## src/blc_pkg.sv

```systemverilog
package blc_pkg;

  // Default channel count
  localparam int NUM_LEDS_DEF = 8;

  // Field widths
  localparam int RELOAD_W = 13;
  localparam int BLINK_W  = 8;
  localparam int TIME_W   = 16;
  localparam int PINS_W   = 8;

  // Repeat count that never runs down
  localparam logic [BLINK_W-1:0] BLINK_FOREVER = 8'hff;

  // ms to 10 ms ticks: x / 10 == (x * 52429) >> 19 for every 16-bit x
  localparam logic [TIME_W:0] DIV10_MUL   = 17'd52429;
  localparam int              DIV10_SHIFT = 19;

  typedef enum logic [1:0] {
    ACT_TICK,
    ACT_SET,
    ACT_OFF,
    ACT_NONE
  } act_t;

  typedef enum logic [1:0] {
    MODE_OFF,
    MODE_ON,
    MODE_BLINK
  } mode_t;

  typedef enum logic [1:0] {
    S_IDLE,
    S_RD,
    S_WB,
    S_DONE
  } state_t;

  // One LED's stored record; all-zero is the reset value
  typedef struct packed {
    mode_t               led_mode;
    mode_t               saved_mode;
    logic                lit;
    logic [RELOAD_W-1:0] on_cd;
    logic [RELOAD_W-1:0] off_cd;
    logic [RELOAD_W-1:0] on_rl;
    logic [RELOAD_W-1:0] off_rl;
    logic [BLINK_W-1:0]  blinks;
  } led_entry_t;

  // Update request for one record
  typedef struct packed {
    act_t                act;
    mode_t               mode;
    logic [RELOAD_W-1:0] on_rl;
    logic [RELOAD_W-1:0] off_rl;
    logic [BLINK_W-1:0]  reps;
    logic                start;
    logic                polarity;
  } step_req_t;

  // Updated record plus pin drive
  typedef struct packed {
    led_entry_t entry;
    logic       drive;
    logic       level;
  } step_res_t;

endpackage

```

## src/blc_mem.sv

```systemverilog
module blc_mem #(
  parameter int DEPTH = blc_pkg::NUM_LEDS_DEF,
  parameter int AW    = 3
) (
  input  logic                   clk,
  input  logic                   rst_n,
  input  logic                   rd_en,
  input  logic [AW-1:0]          rd_addr,
  output blc_pkg::led_entry_t    rd_data,
  input  logic                   wr_en,
  input  logic [AW-1:0]          wr_addr,
  input  blc_pkg::led_entry_t    wr_data
);
  import blc_pkg::*;

  led_entry_t           mem [DEPTH];
  led_entry_t           rd_data_r;
  logic                 rd_vld_r;
  logic [DEPTH-1:0]     vld_r;

  // Record store, one write and one read port
  always_ff @(posedge clk) begin
    if (wr_en) begin
      mem[wr_addr] <= wr_data;
    end
    if (rd_en) begin
      rd_data_r <= mem[rd_addr];
    end
  end

  // Per-entry valid bits; an unwritten entry reads as reset value
  always_ff @(posedge clk) begin
    if (!rst_n) begin
      vld_r    <= '0;
      rd_vld_r <= 1'b0;
    end else begin
      if (wr_en) begin
        vld_r[wr_addr] <= 1'b1;
      end
      if (rd_en) begin
        rd_vld_r <= vld_r[rd_addr];
      end
    end
  end

  assign rd_data = rd_vld_r ? rd_data_r : '0;

endmodule

```

## src/blc_step.sv

```systemverilog
module blc_step (
  input  blc_pkg::led_entry_t entry,
  input  blc_pkg::step_req_t  req,
  output blc_pkg::step_res_t  res
);
  import blc_pkg::*;

  led_entry_t e;
  logic       drive;
  logic       lit_lvl;

  // Next record for one LED
  always_comb begin
    e       = entry;
    drive   = 1'b0;
    lit_lvl = 1'b0;
    case (req.act)
      ACT_TICK: begin
        case (entry.led_mode)
          MODE_BLINK: begin
            if (entry.blinks != '0) begin
              if (!entry.lit) begin
                if (entry.off_cd == '0) begin
                  drive   = 1'b1;
                  lit_lvl = 1'b1;
                  e.on_cd = entry.on_rl;
                  e.lit   = 1'b1;
                end
              end else if (entry.on_cd == '0) begin
                // off edge: one blink done
                drive    = 1'b1;
                lit_lvl  = 1'b0;
                e.off_cd = entry.off_rl;
                e.lit    = 1'b0;
                if (entry.blinks != BLINK_FOREVER) begin
                  e.blinks = entry.blinks - BLINK_W'(1);
                end
              end
              if (e.on_cd != '0) begin
                e.on_cd = e.on_cd - RELOAD_W'(1);
              end
              if (e.off_cd != '0) begin
                e.off_cd = e.off_cd - RELOAD_W'(1);
              end
            end else begin
              e.led_mode = entry.saved_mode;
            end
          end
          MODE_ON: begin
            if (!entry.lit) begin
              drive   = 1'b1;
              lit_lvl = 1'b1;
              e.lit   = 1'b1;
            end
          end
          default: begin
            if (entry.lit) begin
              drive   = 1'b1;
              lit_lvl = 1'b0;
              e.lit   = 1'b0;
            end
          end
        endcase
      end
      ACT_SET: begin
        if (entry.led_mode != MODE_BLINK) begin
          e.saved_mode = entry.led_mode;
        end
        e.led_mode = req.mode;
        e.on_cd    = '0;
        e.off_cd   = '0;
        e.on_rl    = req.on_rl;
        e.off_rl   = req.off_rl;
        e.blinks   = req.reps;
        e.lit      = req.start;
      end
      ACT_OFF: begin
        if (entry.led_mode != MODE_OFF) begin
          e.led_mode = MODE_OFF;
          e.on_cd    = '0;
          e.off_cd   = '0;
          e.on_rl    = '0;
          e.off_rl   = '0;
          e.blinks   = '0;
        end
      end
      default: begin
      end
    endcase
  end

  assign res.entry = e;
  assign res.drive = drive;
  assign res.level = lit_lvl ^ req.polarity;

endmodule

```

## src/led_blink_pattern_controller.sv

```systemverilog
// LED blink pattern engine for up to NUM_LEDS channels.
// Input channel (in_valid/in_ready): one word per action - a 10 ms tick, a
// set of one LED's mode, times and repeat count, or an off for one LED.
// Output channel (out_valid/out_ready): one word per action carrying the
// pin levels of LEDs 0..7 after that action.
// cfg_wr_en/cfg_active_low_mask write the pin polarity mask; write it only
// while the block is idle.
// Sequencing: a word is taken only when the engine is idle. A tick reads and
// rewrites every LED record in turn through the record store's single
// read and write port; set and off read and rewrite one record. Code 3
// actions and out-of-range LEDs touch no record. The next word is taken
// only after the result of the last one is loaded into the output register.
// Reset (synchronous, rst_n low) clears every record, the pins, the mask
// and the output valid flag. If the receiver stalls, the result is held in
// the output register and the engine may take the next word; it waits to
// finish that word until the held result is taken.
module led_blink_pattern_controller #(
  parameter int NUM_LEDS = blc_pkg::NUM_LEDS_DEF
) (
  input  logic                          clk,
  input  logic                          rst_n,
  input  logic                          in_valid,
  output logic                          in_ready,
  input  logic [1:0]                    in_action,
  input  logic [2:0]                    in_led_index,
  input  logic [1:0]                    in_mode,
  input  logic [blc_pkg::TIME_W-1:0]    in_on_time_ms,
  input  logic [blc_pkg::TIME_W-1:0]    in_off_time_ms,
  input  logic [blc_pkg::BLINK_W-1:0]   in_repeat_count,
  input  logic                          in_start_lit,
  output logic                          out_valid,
  input  logic                          out_ready,
  output logic [blc_pkg::PINS_W-1:0]    out_pin_levels,
  input  logic                          cfg_wr_en,
  input  logic [blc_pkg::PINS_W-1:0]    cfg_active_low_mask
);
  import blc_pkg::*;

  localparam int AW = (NUM_LEDS > 1) ? $clog2(NUM_LEDS) : 1;
  localparam logic [AW-1:0] LAST_LED = AW'(NUM_LEDS - 1);

  state_t               state_r, state_nxt;
  logic [AW-1:0]        cnt_r, cnt_nxt;

  act_t                 act_r;
  logic [2:0]           idx_r;
  logic [1:0]           mode_r;
  logic [TIME_W-1:0]    on_ms_r, off_ms_r;
  logic [BLINK_W-1:0]   reps_r;
  logic                 start_r;
  logic [RELOAD_W-1:0]  on_q_r, off_q_r;
  logic [TIME_W+16:0]   on_prod, off_prod;

  logic [PINS_W-1:0]    mask_r;
  logic [NUM_LEDS-1:0]  pins_r;
  logic                 out_valid_r;
  logic [PINS_W-1:0]    out_levels_r;
  logic [PINS_W-1:0]    levels;

  logic                 accept;
  logic                 idx_ok;
  logic [AW-1:0]        idx_addr;
  logic                 rd_en, wr_en, out_load;
  logic [AW-1:0]        rd_addr, wr_addr;
  led_entry_t           rd_data;
  step_req_t            req;
  step_res_t            res;
  mode_t                req_mode;
  logic                 polarity;

  assign accept   = in_valid && in_ready;
  assign in_ready = (state_r == S_IDLE);
  assign idx_ok   = (int'(idx_r) < NUM_LEDS);
  assign idx_addr = AW'(idx_r);
  assign wr_addr  = (act_r == ACT_TICK) ? cnt_r : idx_addr;

  // Input word capture
  always_ff @(posedge clk) begin
    if (accept) begin
      act_r    <= act_t'(in_action);
      idx_r    <= in_led_index;
      mode_r   <= in_mode;
      on_ms_r  <= in_on_time_ms;
      off_ms_r <= in_off_time_ms;
      reps_r   <= in_repeat_count;
      start_r  <= in_start_lit;
    end
  end

  // Divide by ten via reciprocal multiply, registered before use
  assign on_prod  = {17'b0, on_ms_r} * {16'b0, DIV10_MUL};
  assign off_prod = {17'b0, off_ms_r} * {16'b0, DIV10_MUL};

  always_ff @(posedge clk) begin
    if (state_r == S_RD) begin
      on_q_r  <= on_prod[DIV10_SHIFT +: RELOAD_W];
      off_q_r <= off_prod[DIV10_SHIFT +: RELOAD_W];
    end
  end

  // Polarity mask
  always_ff @(posedge clk) begin
    if (!rst_n) begin
      mask_r <= '0;
    end else if (cfg_wr_en) begin
      mask_r <= cfg_active_low_mask;
    end
  end

  // Polarity of the LED being written; LEDs from 8 up are active high
  always_comb begin
    polarity = 1'b0;
    for (int i = 0; i < PINS_W; i++) begin
      if (i < NUM_LEDS && wr_addr == AW'(i)) begin
        polarity = mask_r[i];
      end
    end
  end

  // Mode code 3 is stored as off
  always_comb begin
    case (mode_r)
      MODE_ON:    req_mode = MODE_ON;
      MODE_BLINK: req_mode = MODE_BLINK;
      default:    req_mode = MODE_OFF;
    endcase
  end

  assign req.act      = act_r;
  assign req.mode     = req_mode;
  assign req.on_rl    = on_q_r;
  assign req.off_rl   = off_q_r;
  assign req.reps     = reps_r;
  assign req.start    = start_r;
  assign req.polarity = polarity;

  blc_mem #(
    .DEPTH (NUM_LEDS),
    .AW    (AW)
  ) u_mem (
    .clk     (clk),
    .rst_n   (rst_n),
    .rd_en   (rd_en),
    .rd_addr (rd_addr),
    .rd_data (rd_data),
    .wr_en   (wr_en),
    .wr_addr (wr_addr),
    .wr_data (res.entry)
  );

  blc_step u_step (
    .entry (rd_data),
    .req   (req),
    .res   (res)
  );

  // Sequencer state
  always_ff @(posedge clk) begin
    if (!rst_n) begin
      state_r <= S_IDLE;
      cnt_r   <= '0;
    end else begin
      state_r <= state_nxt;
      cnt_r   <= cnt_nxt;
    end
  end

  // Read, update, write back; ticks overlap read of i+1 with write of i
  always_comb begin
    state_nxt = state_r;
    cnt_nxt   = cnt_r;
    rd_en     = 1'b0;
    rd_addr   = cnt_r;
    wr_en     = 1'b0;
    out_load  = 1'b0;
    case (state_r)
      S_IDLE: begin
        if (in_valid) begin
          state_nxt = S_RD;
          cnt_nxt   = '0;
        end
      end
      S_RD: begin
        if (act_r == ACT_TICK) begin
          rd_en     = 1'b1;
          rd_addr   = cnt_r;
          state_nxt = S_WB;
        end else if ((act_r == ACT_SET || act_r == ACT_OFF) && idx_ok) begin
          rd_en     = 1'b1;
          rd_addr   = idx_addr;
          state_nxt = S_WB;
        end else begin
          state_nxt = S_DONE;
        end
      end
      S_WB: begin
        wr_en = 1'b1;
        if (act_r == ACT_TICK && cnt_r != LAST_LED) begin
          rd_en   = 1'b1;
          rd_addr = AW'(cnt_r + 1'b1);
          cnt_nxt = AW'(cnt_r + 1'b1);
        end else begin
          state_nxt = S_DONE;
        end
      end
      S_DONE: begin
        if (!out_valid_r || out_ready) begin
          out_load  = 1'b1;
          state_nxt = S_IDLE;
        end
      end
      default: begin
        state_nxt = S_IDLE;
      end
    endcase
  end

  // Pin levels
  always_ff @(posedge clk) begin
    if (!rst_n) begin
      pins_r <= '0;
    end else if (wr_en && res.drive) begin
      pins_r[wr_addr] <= res.level;
    end
  end

  for (genvar g = 0; g < PINS_W; g++) begin : g_levels
    if (g < NUM_LEDS) begin : g_pin
      assign levels[g] = pins_r[g];
    end else begin : g_none
      assign levels[g] = 1'b0;
    end
  end

  // Output register
  always_ff @(posedge clk) begin
    if (!rst_n) begin
      out_valid_r <= 1'b0;
    end else if (out_load) begin
      out_valid_r <= 1'b1;
    end else if (out_ready) begin
      out_valid_r <= 1'b0;
    end
  end

  always_ff @(posedge clk) begin
    if (out_load) begin
      out_levels_r <= levels;
    end
  end

  assign out_valid      = out_valid_r;
  assign out_pin_levels = out_levels_r;

  // Read and write never hit the same record in one cycle
  a_no_rw_clash: assert property (@(posedge clk) disable iff (!rst_n)
    (rd_en && wr_en) |-> (rd_addr != wr_addr))
    else $error("record read and write to the same LED");

  // Pins only move on a write-back cycle
  a_pins_on_wb: assert property (@(posedge clk) disable iff (!rst_n)
    (pins_r != $past(pins_r)) |-> ($past(state_r) == S_WB))
    else $error("pin level changed outside write-back");

  // A tick sweep writes consecutive LEDs
  a_tick_order: assert property (@(posedge clk) disable iff (!rst_n)
    (state_r == S_WB && act_r == ACT_TICK && $past(state_r) == S_WB)
      |-> (wr_addr == AW'($past(wr_addr) + 1'b1)))
    else $error("tick sweep skipped an LED");

  // A result is only loaded once the output register is free
  a_no_overwrite: assert property (@(posedge clk) disable iff (!rst_n)
    out_load |-> (!out_valid_r || out_ready))
    else $error("result overwritten before it was taken");

endmodule
```

## config.mk

```make
export PLATFORM = sky130hd
export DESIGN_NAME = led_blink_pattern_controller
export DESIGN_NICKNAME = d
export VERILOG_FILES = /design/src/blc_pkg.sv /design/src/blc_mem.sv /design/src/blc_step.sv /design/src/led_blink_pattern_controller.sv
export SDC_FILE = /design/constraint.sdc
export NUM_CORES = 2
export LEC_CHECK = 0
export ABC_AREA = 1
export BUFFER_PORTS_ARGS = -buffer_cell sky130_fd_sc_hd__buf_2
export CAP_MARGIN = 20
export CORE_MARGIN = 2
export CORE_UTILIZATION = 42
export CTS_CLUSTER_SIZE = 20
export DETAILED_ROUTE_END_ITERATION = 10
export PLACE_DENSITY = 0.66
export SYNTH_ARGS = -nofsm -noshare
export SYNTH_HDL_FRONTEND = slang
export SYNTH_SLANG_ARGS = --single-unit
```

## constraint.sdc

```tcl
create_clock -name clk -period 4.4 [get_ports clk]
set_input_delay 0.44 -clock clk [delete_from_list [all_inputs] [get_ports clk]]
set_output_delay 0.44 -clock clk [all_outputs]
set_load 0.05 [all_outputs]
```

==> impl_summary.md <==
Worst setup path
For flop-to-flop paths, the worst setup slack is -0.55 ns. The critical path's most frequent cell is sky130_fd_sc_hd__fa_1. In this run the critical register-to-register path is captured at on_q_r[3]. In this run the worst path has a maximum fanout of 3. The slowest stage cell on the critical path is sky130_fd_sc_hd__fa_1.

STA puts the critical path data required time at 4.76 ns. The setup path with the least slack is of type reg -> reg. The startpoint identified for the worst register-to-register timing path is on_ms_r[2].

The largest single stage delay on the critical path is 0.51 ns. The number of cells on the worst reg-to-reg path is 18. The kind of end point of the critical path is a flop.

Walking the worst path, the cells encountered are ha_4 > inv_2 > fa_1 > inv_2 > fa_1 > fa_1 > fa_1 > inv_2 > fa_1 > inv_2 > ha_4 > a21oi_2 > o21ai_1 > a21oi_1 > nand3_2 > buf_4 > buf_6 > xor2_2. STA classifies the critical path startpoint as a flop. The data arrival at the endpoint of the critical path is 5.31 ns.

Clock tree
The clock root buffer master is sky130_fd_sc_hd__clkbuf_16. The CTS tree is done. The clock tree buffer depth is 3. The clock reaches the later pin of the worst-skew pair after 0.63 ns.

The H-tree generated during clock tree synthesis spans 3 levels. Clock tree synthesis found a total of 698 sinks. After clock tree synthesis, the clock-pin slew on the worst setup and hold paths is 0.06 ns. The number of buffers created by CTS is 73.

GRT
The first global-routing pass estimated 145 mm of wire. Global routing finished with a remaining overflow of 0. The initial antenna violation count is 0. The global-route total usage across every layer is 0.196. Entering global routing, the biggest net connects 168 pins. The number of global-route vias before repair is 26300.

Timing
The final worst clock skew is 0.0242 ns. The final-report hold violation count came to 0. Of the available clock period, the critical path in the final layout requires 1.13.

The final worst slack is -0.550 ns. Derived from the worst setup path, the maximum achievable clock frequency is 202 MHz. The smallest clock period supported by the final layout is computed as 4.95 ns.

The max-slew violation total from the final report was 0. The worst hold margin is 0.0334 ns. Headroom to the max-slew limit came out at 0.249.

Setup repair after global routing could not meet its margin everywhere. The slew of the pin with the lowest slew margin is 1.13 ns. The setup violation total in the final timing report is 26.

Status
The flow ran to the end, but the final reports show violations. The final reports fail on setup timing.

Floorplan
The area of the core is 91400 µm². In this run the core area contains 111 standard-cell rows. Measured along the x axis, the die boundary spans 307 µm.

The number of I/O pins is 71. The initial utilization of the core area, before any placement, comes to 0.422. The die covers 94300 µm². The overall die height is 307 µm.

Synthesis
Summed over all instances, the cell type with the most area after synthesis is sky130_fd_sc_hd__edfxtp_1. Counting every net in the synthesized netlist gives 3923. The number of warning messages in the yosys log is 0. After synthesis, the share of flip-flops with an asynchronous set or reset is 0.

The number of different library cells used by synthesis comes to 57. Dividing the synthesized area by the synthesized cell count gives 11.3 µm². Of the synthesized area, sequential elements account for 0.535.

Counting flops and latches in the post-synthesis netlist gives 698. The area fraction of the dominant cell type after synthesis is 0.519. sky130_fd_sc_hd__edfxtp_1 is the most common cell in the netlist. Yosys attributes the largest share of cell area to sky130_fd_sc_hd__edfxtp_1, sky130_fd_sc_hd__ha_1, sky130_fd_sc_hd__fa_1. The cell area that synthesis handed to floorplanning was 38600 µm².

The leading register cell type out of synthesis is sky130_fd_sc_hd__edfxtp_1. By count the netlist is led by sky130_fd_sc_hd__edfxtp_1, sky130_fd_sc_hd__inv_1, sky130_fd_sc_hd__nand2_1. The cell count after synthesis came out at 3426. Yosys mapped a number of flops with a built-in enable equal to 667.

Placed design
The total half-perimeter wirelength after legalization and detailed placement is 61.5 mm. The placement-stage worst setup slack is -0.547 ns. In this run the tool buffered the top-level ports with 70 buffer cells. The final weighted congestion of routability-driven global placement is 0.933.

Cells and area
The signed area change from the synthesized netlist to the final layout is 18.4%. Of the cells placed in the final design, the portion with a size suffix greater than 1 is 0.197. The number of diodes is 0. The layout net count is 4224.

Routing
The number of routed nets with antenna violations is 0. After detailed routing, the average wire length per cell comes to 18.7 µm. The final wirelength is 92.7 mm. For this block, the via count after detailed routing is 26300. In the routed layout, each cell is associated on average with a via count of 5.29. The pre-antenna-repair detailed-routing pass consisted of 7 iterations. For this run, design rule violations remaining after detail routing come to 0. The number of DRC markers after the initial detailed-route iteration is 1981.

Run
Max-cap violations in this run came to 0.

Worst hold path
The cell depth of the worst min-delay path is 1. In this run the worst hold path is classified as in -> reg. The worst hold path terminates at on_ms_r[14]. The worst hold path begins at in_on_time_ms[14].
-- what timing repair did --
action / 4_1_cts / 5_1_grt
setup endpoints to repair: 26 / 26
gates resized for setup: 76 / 46
endpoints found under the hold margin: 43 / 2
hold buffers: 43 / 2
pin swaps: 30 / 35
buffers inserted: 10 / 7
-- cell families after synthesis --
group | synth area share
compound gates | 0.119
flops | 0.535
xor+xnor | 0.00977
buf+inv | 0.0575
simple gates | 0.107
fa+ha+maj | 0.172
-- cell type report --
type                            count  area [µm²]
Timing Repair Buffer              364        2970
Sequential cell                   698       20700
Inverter                          433        1640
Multi-Input combinational cell   2157       16700
Clock buffer                       94        1950
Clock inverter                     35         308
Fill cell                        7968       45700
Tap cell                         1186        1480
-- how the worst max path moves through the flow --
stage                 start    endpoint  slack [ns]  depth (start not counted)
6_report         on_ms_r[2]   on_q_r[3]       -0.55                         18
4_1_cts         off_ms_r[3]  off_q_r[5]       -0.48                         19
5_1_grt          on_ms_r[2]  on_q_r[11]       -0.68                         18
2_1_floorplan    on_ms_r[8]  on_q_r[11]       -0.32                         18
3_3_place_gp    off_ms_r[4]  off_q_r[8]       -0.44                         18
3_5_place_dp   off_ms_r[12]  off_q_r[4]       -0.55                         21
-- layer usage --
layer	vias to the layer above	wire length, µm	GRT usage
met1	12800	40000	0.260
met3	162	4690	0.0236
met5	-	0	0
met4	0	2540	0.0576
met2	688	45500	0.338
li1	12600	-	-
-- metrics by stage --
step / cells / area (µm²) / setup TNS [ns] / utilization
floorplan: 3426 / 38900 / -3.77 / -
global placement: 4777 / 42200 / -8.92 / 0.462
detailed placement: 4777 / 42200 / -10.95 / 0.462
CTS: 4958 / 45400 / -9.47 / 0.496
global route: 4967 / 45700 / -14.10 / 0.500
finish: 4967 / 45700 / -9.92 / 0.500
-- flip-flops by register name, indices dropped and copies added, names as in the netlist, 13 cells and up --
name and cells:
on_ms_r 16, u_mem.mem 520, on_q_r 13, u_mem.rd_data_r 65, off_q_r 13, off_ms_r 16
-- critical path, delay by kind of cell (launching register included) --
| kind | cells | cell delay (ns) |
|---|---|---|
| AO/OA/AOI/OAI | 3 | 0.48 |
| buffers and inverters | 6 | 0.44 |
| AND/OR/NAND/NOR | 1 | 0.14 |
| adder cells (fa/ha/maj) | 7 | 2.98 |
| flip-flops | 1 | 0.49 |
| XOR/XNOR | 1 | 0.17 |
-- layout by cell type (no fill, tap or decap), drive strengths merged, types with 45 or more instances in the layout --
cell type / instances
edfxtp: 667
inv: 432
nand2: 346
o21ai: 340
buf: 319
ha: 278
nor2: 266
fa: 158
or2: 131
a21oi: 129
nand3: 106
clkbuf: 94
a31oi: 72
o21bai: 70
o211ai: 68
o22ai: 67
dlygate4sd3: 45
Power is left out: the tool's default activity adds up to more than one toggle a clock period on the data nets, which glitch-free logic cannot reach.
